## src/rtl/core/hds_pkg.sv

```systemverilog
// Shared types, constants and helper functions for the 1D heat diffusion stencil.
package hds_pkg;

	// Row storage geometry.
	localparam int MAX_POINTS = 1024;
	localparam int ADDR_W     = $clog2(MAX_POINTS);
	localparam int NPTS_W     = ADDR_W + 1;

	// Fixed field widths.
	localparam int VAL_W   = 24;
	localparam int COEF_W  = 16;
	localparam int COUNT_W = 16;
	localparam int CFG_W   = 24;

	// Arithmetic widths of the point update.
	localparam int LAP_W  = VAL_W + 2;
	localparam int PROD_W = LAP_W + COEF_W + 1;
	localparam int RND_W  = PROD_W + 1;
	localparam int DELTA_W = RND_W - COEF_W;
	localparam int SUM_W  = DELTA_W + 1;

	// Decoupling queue depth.
	localparam int QUEUE_DEPTH = 2;
	localparam int QPTR_W      = $clog2(QUEUE_DEPTH);
	localparam int QCNT_W      = $clog2(QUEUE_DEPTH + 1);

	// Request type codes.
	localparam logic [1:0] REQ_LOAD    = 2'd0;
	localparam logic [1:0] REQ_ADVANCE = 2'd1;
	localparam logic [1:0] REQ_READ    = 2'd2;

	// Configuration register indexes.
	localparam logic [1:0] REG_COEF_R         = 2'd0;
	localparam logic [1:0] REG_BOUNDARY_LEFT  = 2'd1;
	localparam logic [1:0] REG_BOUNDARY_RIGHT = 2'd2;
	localparam logic [1:0] REG_NUM_POINTS     = 2'd3;

	// Configuration reset values.
	localparam logic [COEF_W-1:0]       COEF_R_RST         = 16'd13271;
	localparam logic signed [VAL_W-1:0] BOUNDARY_LEFT_RST  = 24'sd65536;
	localparam logic signed [VAL_W-1:0] BOUNDARY_RIGHT_RST = -24'sd65536;
	localparam logic [NPTS_W-1:0]       NUM_POINTS_RST     = 11'd100;

	// Saturation limits.
	localparam logic signed [VAL_W-1:0] VAL_MAX = {1'b0, {(VAL_W-1){1'b1}}};
	localparam logic signed [VAL_W-1:0] VAL_MIN = {1'b1, {(VAL_W-1){1'b0}}};

	// Classified operation handed from the front end to the back end.
	typedef enum logic [2:0] {
		OP_LOAD,
		OP_ADVANCE,
		OP_READ_MEM,
		OP_READ_LEFT,
		OP_READ_RIGHT,
		OP_REJECT
	} op_t;

	// Back end sequencer states.
	typedef enum logic [2:0] {
		ST_IDLE,
		ST_READ,
		ST_PRIME,
		ST_LOAD,
		ST_WALK,
		ST_DRAIN
	} state_t;

	// One queued work item.
	typedef struct packed {
		op_t                      op;
		logic [ADDR_W-1:0]        idx;
		logic signed [VAL_W-1:0]  sample;
		logic [COUNT_W-1:0]       count;
	} work_t;

	// Configuration as seen by the front and back ends.
	typedef struct packed {
		logic [COEF_W-1:0]        coef_r;
		logic signed [VAL_W-1:0]  boundary_left;
		logic signed [VAL_W-1:0]  boundary_right;
		logic [NPTS_W-1:0]        num_points;
	} cfg_t;

	// Point count clamped to the supported range.
	function automatic logic [NPTS_W-1:0] points_in_use(input logic [NPTS_W-1:0] n);
		logic [NPTS_W-1:0] res;
		res = n;
		if (n < NPTS_W'(3)) begin
			res = NPTS_W'(3);
		end else if (n > NPTS_W'(MAX_POINTS)) begin
			res = NPTS_W'(MAX_POINTS);
		end
		return res;
	endfunction

endpackage

```

## src/rtl/core/hds_front.sv

```systemverilog
// Front end: takes request transfers and classifies them into work items.
module hds_front import hds_pkg::*; (
	input  logic                     in_valid,
	input  logic [1:0]               req_type,
	input  logic [ADDR_W-1:0]        point_index,
	input  logic signed [VAL_W-1:0]  sample_value,
	input  logic [COUNT_W-1:0]       step_count,
	input  cfg_t                     cfg,
	input  logic                     q_full,
	output logic                     in_stall,
	output logic                     push,
	output work_t                    push_data
);

	logic [NPTS_W-1:0] npts;
	logic [NPTS_W-1:0] idx_ext;

	assign npts    = points_in_use(cfg.num_points);
	assign idx_ext = NPTS_W'(point_index);

	// The queue takes a transfer whenever it has room.
	assign in_stall = q_full;
	assign push     = in_valid && !q_full;

	// Classify the request against the row in use.
	always_comb begin
		push_data.idx    = point_index;
		push_data.sample = sample_value;
		push_data.count  = step_count;
		push_data.op     = OP_REJECT;
		unique case (req_type)
			REQ_LOAD: begin
				if (idx_ext >= NPTS_W'(1) && idx_ext + NPTS_W'(1) < npts) begin
					push_data.op = OP_LOAD;
				end
			end
			REQ_ADVANCE: begin
				push_data.op = OP_ADVANCE;
			end
			REQ_READ: begin
				if (idx_ext == '0) begin
					push_data.op = OP_READ_LEFT;
				end else if (idx_ext + NPTS_W'(1) == npts) begin
					push_data.op = OP_READ_RIGHT;
				end else if (idx_ext < npts) begin
					push_data.op = OP_READ_MEM;
				end
			end
			default: begin
				push_data.op = OP_REJECT;
			end
		endcase
	end

endmodule

```

## config.mk

```make
export PLATFORM = sky130hd
export DESIGN_NAME = hds_front
export DESIGN_NICKNAME = d
export VERILOG_FILES = /design/src/rtl/core/hds_pkg.sv /design/src/rtl/core/hds_front.sv
export SDC_FILE = /design/constraint.sdc
export NUM_CORES = 1
export LEC_CHECK = 0
export ABC_AREA = 1
export BUFFER_PORTS_ARGS = -buffer_cell sky130_fd_sc_hd__clkbuf_2
export CORE_AREA = 2 2 70 72
export DETAILED_ROUTE_END_ITERATION = 6
export DIE_AREA = 0 0 72 74
export PLACE_DENSITY_LB_ADDON = 0.12
export SLEW_MARGIN = 20
export SYNTH_ARGS = -nofsm -noshare
export SYNTH_HDL_FRONTEND = slang
export SYNTH_SLANG_ARGS = --single-unit
```

## constraint.sdc

```tcl
create_clock -name vclk -period 2.4
set_clock_uncertainty 0.1 [all_clocks]
set_input_delay 0.48 -clock vclk [all_inputs]
set_output_delay 0.48 -clock vclk [all_outputs]
set_load 0.02 [all_outputs]
```

==> flow_summary.yaml <==
detailed_routing:
  drc: 0
  drt_iter0_markers: 21
  ant_nets: 0
  avgRoutedWirePerCell_um: 12.0
  vias: 1213
  routed_wl_um: 3380
  drtPass1Iterations: 4
  viasPerCell: 4.29
grt:
  grt_max_degree: 10
  grt_pass1_wl_um: 5040
  antenna_found_initial: 0
  first_global_vias: 1130
  gr-usage-all-layers: 0.118
  overflow: 0
power:
  swShare: 0.530
  leakagePower_nw: 0.945
  seqPwrFrac: 0
  cellPowerDensity_nw_per_um2: 174
  clkPwrFrac: 0
  p_switching_mw: 0.159
  peakVddDrop_mv: 0.0643
  p_total_mw: 0.300
  intPower_mw: 0.141
  combPwrFrac: 1.000
sta:
  worstMarginPinSlew_ps: 236
  fmaxAchievable_mhz: 329
  fin_crit_sh: 1.27
  period_minus_slack_ps: 3040
  rsz0062_at_grt: "yes"
  finalSetupViolCount: 3
  hold_viol_final: 0
  relSlewSlack: 0.842
  finalWorstSetupSlack_ps: -640
  finalMaxSlewViolations: 0
clock_tree:
  cts_hold_buf: 0
placed_design:
  gp_congestion: 0.726
  place_ws_ps: -698
  io_buffers: 40
  hpwl_um: 2870
job:
  drv_cap: 0
logic_synthesis:
  synthesis.area_sq_um: 1300
  ys_warn_count: 0
  postSynthAreaPerCell_sq_um: 6.31
  yosys.area.top_type: "buf_4"
  synthTopCellsByCount: "buf_4, nand2_1, ha_1"
  ys_types: 22
  synth_top_area_share: 0.295
  ys_seq_area_frac: 0
  synth_cells: 206
  synth_area_leaders: "buf_4, ha_1, nand2_1, inv_1, nor2_1"
  synthesis.nets: 359
cells_and_area:
  area_growth_syn_to_layout_pct: 32.9
  nFillCells: 502
  seq_area_sq_um: 0
  nets: 384
  seq_cells: 0
  drive_gt1_frac: 0.502
  antennaDiodeCount: 0
  clock_buffers: 0
worst_setup_path:
  crit_start: "cfg[9]"
  arrival_ps: 2460
  startpoint_type: "input pin"
  worstPathRequired_ps: 1820
  crit_end: "push_data[51]"
  criticalPathCategory: "input pin to output port"
  end_kind: "output port"
  critPathMaxFanout: 5
die:
  ioPinCount: 184
  num_rows: 25
  start_util: 0.283
  fp.dieW_um: 72
  dieArea_sq_um: 5330
  die-height_um: 74
  fp.coreArea_sq_um: 4600
status:
  status: "complete, but fails checks"
  violations: "setup timing"
hold_path:
  hp-class: "input pin to output port"
  whs_path_depth: 0
final cells by class:
type                       instances  area, sq um  share of cell area
inverter                          23         86.3              0.0500
multi-input combinational        133         1070               0.618
tap                               54         67.6              0.0391
timing repair buffer              73          507               0.293
worst max-delay path, stage by stage:
cell	delay, ps
clkbuf_2	110
nor2_4	90
nand2_2	70
nor4_4	240
nand2_2	130
nand2_4	180
nand2_4	90
ha_4	240
nand2_1	60
nand2_1	60
a21boi_2	180
nand4_1	160
a21boi_2	190
clkbuf_8	160
power by group through the flow:
stage	sequential [mW]	combinational, mW	clock (mW)
global route	0	0.340	0
floorplan	0	0.244	0
global placement	0	0.250	0
detailed placement	0	0.247	0
CTS	0	0.257	0
finish	0	0.300	0
per-stage QoR:
stage                     TNS (ps)  instance area (sq um)  hold slack, ps  std cells  utilization
final                        -1850                   1730             860        283        0.376
after CTS                    -1740                   1500             860        281        0.325
after floorplan               -574                   1340             940        206            -
after global routing         -2440                   1730             860        283        0.376
after detailed placement     -1940                   1460             860        281        0.318
after global placement       -1870                   1460             860        281        0.318
placed cells by master, fill, tap and decap left out, types with 2 or more instances in the layout:
cell type  count
nand2_1       40
buf_4         33
clkbuf_2      32
inv_1         21
ha_1          16
nor2_1        11
ha_4           8
nand2_4        7
nand2_2        6
xor2_1         6
nand3_2        5
a21oi_1        5
nand3_1        5
nor2_4         4
nor2_2         4
nand4_1        3
buf_6          3
inv_2          2
nand3b_1       2
a21boi_2       2
a21oi_2        2
clkbuf_8       2
buf_8          2
per-layer routing:
metal / global-route usage / part of all wire / routed length [um]
met1: 0.156 / 0.45 / 1510
met2: 0.204 / 0.45 / 1530
met3: 0.0271 / 0.099 / 334
met4: 0.0105 / 0.0015 / 5
met5: 0 / 0 / 0
logic make-up (layout without fill, tap and decap cells):
| logic type | after synthesis | in the layout | share of synthesized area |
|---|---|---|---|
| compound gates | 12 | 12 | 0.0568 |
| xor+xnor | 7 | 7 | 0.0472 |
| fa+ha+maj | 24 | 24 | 0.231 |
| buf+inv | 74 | 96 | 0.361 |
| simple gates | 89 | 90 | 0.304 |
how the worst min path moves through the flow:
stage / startpoint / to / slack (ps)
finish: sample_value[2] / push_data[18] / 860
global placement: step_count[0] / push_data[0] / 860
CTS: step_count[0] / push_data[0] / 860
global route: sample_value[0] / push_data[16] / 860
floorplan: q_full / push / 940
detailed placement: step_count[0] / push_data[0] / 860
what timing repair did:
item	in CTS	in global routing
setup buffers	0	1
pin swaps	8	20
cloned	0	1
gates resized for setup	9	44
setup endpoints to repair	3	3
(Power assumes the default switching activity.)
