==> config.mk <==
export PLATFORM = sky130hd
export DESIGN_NAME = hds_queue
export DESIGN_NICKNAME = d
export VERILOG_FILES = /design/src/rtl/core/hds_pkg.sv /design/src/rtl/core/hds_queue.sv
export SDC_FILE = /design/constraint.sdc
export NUM_CORES = 1
export LEC_CHECK = 0
export BUFFER_PORTS_ARGS = -buffer_cell sky130_fd_sc_hd__buf_2
export CORE_ASPECT_RATIO = 1.1
export CORE_MARGIN = 5
export CORE_UTILIZATION = 47
export DETAILED_ROUTE_END_ITERATION = 6
export GPL_TIMING_DRIVEN = 0
export PLACE_DENSITY_LB_ADDON = 0.08
export SETUP_SLACK_MARGIN = 0.05
export SYNTH_ARGS = -nofsm -noshare
export SYNTH_HDL_FRONTEND = slang
export SYNTH_SLANG_ARGS = --single-unit
==> constraint.sdc <==
create_clock -name clk -period 3.1 [get_ports clk]
set_clock_uncertainty 0.1 [all_clocks]
set_input_delay 0.465 -clock clk [delete_from_list [all_inputs] [get_ports clk]]
set_output_delay 0.465 -clock clk [all_outputs]
set_load 0.01 [all_outputs]
==> src/rtl/core/hds_pkg.sv <==
// Shared types, constants and helper functions for the 1D heat diffusion stencil.
package hds_pkg;

	// Row storage geometry.
	localparam int MAX_POINTS = 1024;
	localparam int ADDR_W     = $clog2(MAX_POINTS);
	localparam int NPTS_W     = ADDR_W + 1;

	// Fixed field widths.
	localparam int VAL_W   = 24;
	localparam int COEF_W  = 16;
	localparam int COUNT_W = 16;
	localparam int CFG_W   = 24;

	// Arithmetic widths of the point update.
	localparam int LAP_W  = VAL_W + 2;
	localparam int PROD_W = LAP_W + COEF_W + 1;
	localparam int RND_W  = PROD_W + 1;
	localparam int DELTA_W = RND_W - COEF_W;
	localparam int SUM_W  = DELTA_W + 1;

	// Decoupling queue depth.
	localparam int QUEUE_DEPTH = 2;
	localparam int QPTR_W      = $clog2(QUEUE_DEPTH);
	localparam int QCNT_W      = $clog2(QUEUE_DEPTH + 1);

	// Request type codes.
	localparam logic [1:0] REQ_LOAD    = 2'd0;
	localparam logic [1:0] REQ_ADVANCE = 2'd1;
	localparam logic [1:0] REQ_READ    = 2'd2;

	// Configuration register indexes.
	localparam logic [1:0] REG_COEF_R         = 2'd0;
	localparam logic [1:0] REG_BOUNDARY_LEFT  = 2'd1;
	localparam logic [1:0] REG_BOUNDARY_RIGHT = 2'd2;
	localparam logic [1:0] REG_NUM_POINTS     = 2'd3;

	// Configuration reset values.
	localparam logic [COEF_W-1:0]       COEF_R_RST         = 16'd13271;
	localparam logic signed [VAL_W-1:0] BOUNDARY_LEFT_RST  = 24'sd65536;
	localparam logic signed [VAL_W-1:0] BOUNDARY_RIGHT_RST = -24'sd65536;
	localparam logic [NPTS_W-1:0]       NUM_POINTS_RST     = 11'd100;

	// Saturation limits.
	localparam logic signed [VAL_W-1:0] VAL_MAX = {1'b0, {(VAL_W-1){1'b1}}};
	localparam logic signed [VAL_W-1:0] VAL_MIN = {1'b1, {(VAL_W-1){1'b0}}};

	// Classified operation handed from the front end to the back end.
	typedef enum logic [2:0] {
		OP_LOAD,
		OP_ADVANCE,
		OP_READ_MEM,
		OP_READ_LEFT,
		OP_READ_RIGHT,
		OP_REJECT
	} op_t;

	// Back end sequencer states.
	typedef enum logic [2:0] {
		ST_IDLE,
		ST_READ,
		ST_PRIME,
		ST_LOAD,
		ST_WALK,
		ST_DRAIN
	} state_t;

	// One queued work item.
	typedef struct packed {
		op_t                      op;
		logic [ADDR_W-1:0]        idx;
		logic signed [VAL_W-1:0]  sample;
		logic [COUNT_W-1:0]       count;
	} work_t;

	// Configuration as seen by the front and back ends.
	typedef struct packed {
		logic [COEF_W-1:0]        coef_r;
		logic signed [VAL_W-1:0]  boundary_left;
		logic signed [VAL_W-1:0]  boundary_right;
		logic [NPTS_W-1:0]        num_points;
	} cfg_t;

	// Point count clamped to the supported range.
	function automatic logic [NPTS_W-1:0] points_in_use(input logic [NPTS_W-1:0] n);
		logic [NPTS_W-1:0] res;
		res = n;
		if (n < NPTS_W'(3)) begin
			res = NPTS_W'(3);
		end else if (n > NPTS_W'(MAX_POINTS)) begin
			res = NPTS_W'(MAX_POINTS);
		end
		return res;
	endfunction

endpackage

==> src/rtl/core/hds_queue.sv <==
// Short FIFO that decouples the front end from the back end.
module hds_queue import hds_pkg::*; (
	input  logic  clk,
	input  logic  arst_n,
	input  logic  push,
	input  work_t push_data,
	output logic  full,
	input  logic  pop,
	output logic  not_empty,
	output work_t pop_data
);

	work_t             slot_q [QUEUE_DEPTH];
	logic [QPTR_W-1:0] wr_ptr_q;
	logic [QPTR_W-1:0] rd_ptr_q;
	logic [QCNT_W-1:0] cnt_q;

	assign full      = (cnt_q == QCNT_W'(QUEUE_DEPTH));
	assign not_empty = (cnt_q != '0);
	assign pop_data  = slot_q[rd_ptr_q];

	// Entry storage.
	always_ff @(posedge clk) begin
		if (push) begin
			slot_q[wr_ptr_q] <= push_data;
		end
	end

	// Pointers and fill count.
	always_ff @(posedge clk or negedge arst_n) begin
		if (!arst_n) begin
			wr_ptr_q <= '0;
			rd_ptr_q <= '0;
			cnt_q    <= '0;
		end else begin
			if (push) begin
				wr_ptr_q <= (wr_ptr_q == QPTR_W'(QUEUE_DEPTH - 1)) ? '0 : wr_ptr_q + 1'b1;
			end
			if (pop) begin
				rd_ptr_q <= (rd_ptr_q == QPTR_W'(QUEUE_DEPTH - 1)) ? '0 : rd_ptr_q + 1'b1;
			end
			if (push && !pop) begin
				cnt_q <= cnt_q + 1'b1;
			end else if (pop && !push) begin
				cnt_q <= cnt_q - 1'b1;
			end
		end
	end

endmodule

==> results of run 1 <==
-- worst paths after layout --
check | endpoint | slack, ns | startpoint
max | pop_data[8] | 1.02 | rd_ptr_q$_DFFE_PN0P_
min in group asynchronous | cnt_q[1]$_DFFE_PN0P_ | 0.34 | arst_n
min | slot_q[0][36]$_DFFE_PP_ | 0.19 | push_data[36]
min reg2reg | cnt_q[1]$_DFFE_PN0P_ | 0.40 | cnt_q[1]$_DFFE_PN0P_
max reg2reg | slot_q[0][50]$_DFFE_PP_ | 1.29 | wr_ptr_q$_DFFE_PN0P_
max in group asynchronous | rd_ptr_q$_DFFE_PN0P_ | 2.44 | arst_n
-- cells in the final DEF (no fill, tap or decap), drive strengths merged --
cell type / instances
buf: 119
edfxtp: 106
mux2: 53
clkbuf: 10
xor2: 4
dfrtp: 4
clkinvlp: 2
inv: 2
nor2b: 2
clkinv: 2
or2: 1
and2: 1
xnor2: 1
nor2: 1
ha: 1
dlygate4sd3: 1
-- layer usage --
metal	vias to the layer above	part of all wire [%]
li1	952	-
met1	967	34
met2	62	57
met3	6	7.4
met4	0	1.1
met5	-	0
-- sequential cells by signal (all words and copies together), names as in the netlist --
name      count
cnt_q         2
rd_ptr_q      1
wr_ptr_q      1
slot_q      106
-- worst max-delay path: stages (launching register included) --
cell and delay [ns]:
dfrtp_1 0.35, buf_6 0.19, buf_12 0.17, mux2_4 0.31
buf_2 0.14
-- what timing repair did --
action,CTS,global route
endpoints found under the setup margin,0,0
hold buffers,1,0
hold endpoints to repair,4,0
-- power by group through the flow --
stage	Clock [mW]	Sequential, mW	Combinational (mW)
3_5_place_dp	0	2.09	1.69
2_1_floorplan	0	2.08	1.17
3_3_place_gp	0	2.10	1.65
4_1_cts	0.769	2.06	1.69
5_1_grt	0.822	2.09	1.77
6_report	0.733	2.05	1.65
-- layout make-up --
class	instances	area, um^2	share of cell area, %
flip-flops and latches	110	3280	63.3
multi-input cells	64	875	16.9
repair buffers	114	606	11.7
well taps	114	143	2.75
clock buffers	10	128	2.46
plain buffers	6	111	2.15
clock inverters	5	36.3	0.700
inverters	1	3.75	0.0724
-- logic make-up (layout without fill, tap and decap cells) --
group / after synthesis / count (layout)
simple gates: 5 / 5
mux: 53 / 53
fa+ha+maj: 1 / 1
flops: 110 / 110
buf+inv: 7 / 136
xor+xnor: 5 / 5
==> results.yml, run 1 <==
grt:
  antenna_found_initial: 0
  grt_pass1_wl_mm: 10.6
  grt_pass1_vias: 2161
  grt-ovfl-total: 0
  gr-usage-met1_pct: 13.5
  grt_usage_pct: 13.1
  busiest_layer: "met2"
  met2_usage_pct: 24.3
  grt_max_degree: 35
  grtUsageMet3_pct: 4.25
place:
  dp_cells: 408
  place_congestion: 0.672
  placed_cell_area_um2: 5010
  pre_cts_slack_ns: 1.04
  io_buffers: 111
  hpwlAfterDp_mm: 4.89
floorplan:
  core_um2: 8870
  io_pins: 112
  start_util_pct: 48.1
  die_width_um: 101
  die_h_um: 110
  die_area_um2: 11100
  std_cell_rows: 36
power_and_ir_drop:
  power.net_switching_mw: 1.28
  internal_power_mw: 3.16
  seqPwrFrac_pct: 46.3
  pwr-share-comb_pct: 37.1
  p_leak_nw: 2.10
  clockPowerShare_pct: 16.5
  power.total_mw: 4.43
  power_density_nw_per_um2: 855
  peakVddDrop_v: 0.000443
  p_sw_share_pct: 28.8
sta:
  hold_viol: 0
  fin_ws_ns: 1.02
  rsz0062_at_grt: "false"
  worstMarginPinSlew_ns: 0.839
  fmax_mhz: 481
  setup_violations: 0
  fin_crit_ns: 2.08
  max_slew_margin_pct: 43.9
  fin_tns_setup_ns: 0
  hold_slack_ns: 0.191
  finalCritPeriodShare_pct: 67.0
  slew_viol_final: 0
clock_network:
  cts_tree: "yes"
  clockBufferDepth: 2
  clockRootBuffer: "clkbuf_8"
  cts_num_sinks: 110
  cts-resized-gates: 0
  h-tree-depth: 3
  clkTransAtPathRegs_ns: 0.09
  clk_latency_ns: 0.35
  cts_setup_buffers: 0
  cts_inserted_buffers: 9
setup_path:
  required_ns: 2.53
  ff2ff_path_depth: 2
  crit_fanout: 10
  worst_setup_path_end_kind: "output pin"
  start_kind: "flip-flop"
  cp.arrival_ns: 1.51
  critical_path_class: "reg -> out"
logic_synthesis:
  synth_top_family_by_area: "multiplexers"
  synth_cell_types: 14
  synthTopCellsByArea: "edfxtp_1 (75%), mux2_4 (17%), buf_12 (2.3%)"
  synthTopCellsByCount: "edfxtp_1 (106), mux2_4 (49), buf_12 (5)"
  synth_top_area_share_pct: 74.6
  yosys_warnings: 0
  seq_area_frac_synth_pct: 77.0
  syn_inst: 181
  syn_area_um2: 4260
  syn-mean-instance-area_um2: 23.6
  synth_xor_area_share_pct: 1.03
  synthAdderAreaFrac_pct: 0.293
  synth-edff-count: 106
  yosys.area.top_type: "edfxtp_1"
  synth_compound_area_share_pct: 0
  synth.most_common_cell: "edfxtp_1"
  ys_seq_elements: 110
  synth_flop_cell: "edfxtp_1"
  synth-simple-area-share_pct: 0.675
  synthArstFlopShare_pct: 3.64
  synth.area.mux_share_pct: 18.3
  syn_nets: 239
routing:
  first_iter_violations: 55
  drt_first_pass_iters: 3
  num_vias: 1987
  ant_nets: 0
  drc: 0
  viasPerCell: 4.69
  routed_wl_mm: 6.91
  routedWlPerCell_um: 16.3
cells_and_area:
  finalNonFillerCells: 424
  nFillCells: 692
  stdcell_area_um2: 5180
  n_antenna_cell: 0
  layout.nets: 364
  syn_to_final_growth_pct: 21.6
  fin_util_pct: 58.4
  drive_gt1_share_pct: 60.6
min_path:
  hold_depth: 1
  hold_path_class: "in -> reg"
status:
  status: "finished clean"
run:
  max_cap_violations: 0
Power figures use the tool's default switching activity.
==> inputs of run 2 (changes only) <==
==> constraint.sdc (replaced) <==
create_clock -name clk -period 1.7 [get_ports clk]
set_clock_uncertainty 0.1 [all_clocks]
set_input_delay 0.255 -clock clk [delete_from_list [all_inputs] [get_ports clk]]
set_output_delay 0.255 -clock clk [all_outputs]
set_load 0.01 [all_outputs]
==> run 2 against run 1 <==
Highest routed layer unchanged. Worst hold slack worse by 0.11 ns. The run now ends with setup timing left. Combinational power increased by 130%. Sequential power grew 84%. Sequential share of layout area fell by 9.1 points.
==> results.yml, run 2 (same netlist as run 1, synthesis figures left out) <==
status:
  status: "finished, violations left"
  violations: "setup timing"
routing:
  num_vias: 2220
  ant_nets: 0
  first_iter_violations: 75
  routed_wl_mm: 7.65
  drt_first_pass_iters: 4
  drc: 0
  viasPerCell: 4.63
  routedWlPerCell_um: 15.9
setup_path:
  crit_fanout: 10
  required_ns: 1.34
  cp.arrival_ns: 1.51
  crit_family: "buffers and inverters"
  start_kind: "flip-flop"
  cp_slowest_cell: "dfrtp_1"
  crit_top_cell: "buf_12"
  worst_setup_path_end_kind: "output pin"
  cp_cell_sequence: "buf_12 > buf_12 > mux2_4 > buf_2"
  cp_num_buf_inv: 3
  critical_path_class: "reg -> out"
  cp_slowest_stage_delay_ns: 0.41
sta:
  fin_crit_ns: 1.86
  hold_slack_ns: 0.0809
  finalCritPeriodShare_pct: 110
  setup_violations: 53
  fmax_mhz: 537
  max_slew_margin_pct: 54.2
  worstMarginPinSlew_ns: 0.684
  fin_ws_ns: -0.163
  hold_viol: 0
  slew_viol_final: 0
  rsz0062_at_grt: "true"
floorplan:
  die_width_um: 101
  die_h_um: 110
  std_cell_rows: 36
  core_um2: 8870
  die_area_um2: 11100
  start_util_pct: 48.1
  io_pins: 112
place:
  dp_cells: 407
  io_buffers: 111
  place_congestion: 0.644
  hpwlAfterDp_mm: 4.57
cells_and_area:
  final_common_cell: "edfxtp_1"
  largestRegisters: "slot_q x106, cnt_q x2"
  syn_to_final_growth_pct: 42.0
  layout.nets: 420
  most-common-layout-cells: "edfxtp_1 (106), buf_2 (63), dlygate4sd3_1 (55), mux2_4 (49), buf_6 (48)"
  drive_gt1_share_pct: 52.5
  regMostFlops: "slot_q"
  largest_reg_flops: 106
  n_antenna_cell: 0
  finalNonFillerCells: 480
grt:
  grt_pass1_wl_mm: 12.0
  grt-ovfl-total: 0
  grt_pass1_vias: 2476
  grt_usage_pct: 14.5
  antenna_found_initial: 0
  grt_max_degree: 54
power_and_ir_drop:
  peakVddDrop_v: 0.000821
  p_leak_nw: 2.45
  power.total_mw: 9.00
  power_density_nw_per_um2: 1490
min_path:
  hold_path_class: "in -> reg"
clock_network:
  clk_latency_ns: 0.34
  h-tree-depth: 3
  clkTransAtPathRegs_ns: 0.09
  cts_tree: "yes"
  clockRootBuffer: "clkbuf_8"
  cts_num_sinks: 110
  clockBufferDepth: 2
  cts_inserted_buffers: 9
run:
  max_cap_violations: 0
[run 2: area by class of cell]
class	count	area, um^2
Multi-Input combinational cell	66	892
Clock buffer	9	124
Buffer	6	120
Timing Repair Buffer	168	1430
Sequential cell	110	3280
Inverter	1	3.75
Tap cell	114	143
Clock inverter	6	53.8
Fill cell	601	2820
[run 2: where the power goes]
| part | switching (mW) | internal (mW) |
|---|---|---|
| combinational | 1.53 | 2.27 |
| clock | 0.772 | 0.658 |
| sequential | 0.167 | 3.60 |
[run 2: per-stage QoR]
step	worst slack (ns)	cell area [um^2]	utilization (%)	TNS (ns)
floorplan	-0.0333	4270	-	-1.76
global placement	-0.509	4970	56.0	-43.76
detailed placement	-0.310	4990	56.2	-19.52
CTS	-0.187	6030	68.0	-8.50
global route	-0.227	6050	68.2	-10.57
finish	-0.163	6050	68.2	-7.05
[run 2: timing repair]
action,4_1_cts,5_1_grt
setup endpoints to repair,135,107
cloned,1,1
gates resized for setup,51,1
hold buffers,55,0
buffers inserted,0,1
hold endpoints to repair,111,0
pin swaps,1,1
[run 2: per-layer routing]
| layer | up-vias | track usage, % | part of all wire, % |
|---|---|---|---|
| li1 | 1069 | - | - |
| met3 | 5 | 4.95 | 7.1 |
| met2 | 66 | 27.1 | 54 |
| met5 | - | 0 | 0 |
| met1 | 1080 | 15.1 | 38 |
| met4 | 0 | 4.91 | 0.88 |
[run 2: worst paths after layout]
check	startpoint	end	slack, ns	cells after the start
max reg2reg	wr_ptr_q$_DFFE_PN0P_	slot_q[0][29]$_DFFE_PP_	0.14	2
min in group asynchronous	arst_n	cnt_q[0]$_DFFE_PN0P_	0.13	2
max	rd_ptr_q$_DFFE_PN0P_	pop_data[42]	-0.16	4
min	push	wr_ptr_q$_DFFE_PN0P_	0.08	2
max in group asynchronous	arst_n	wr_ptr_q$_DFFE_PN0P_	1.23	2
min reg2reg	cnt_q[1]$_DFFE_PN0P_	cnt_q[1]$_DFFE_PN0P_	0.40	1
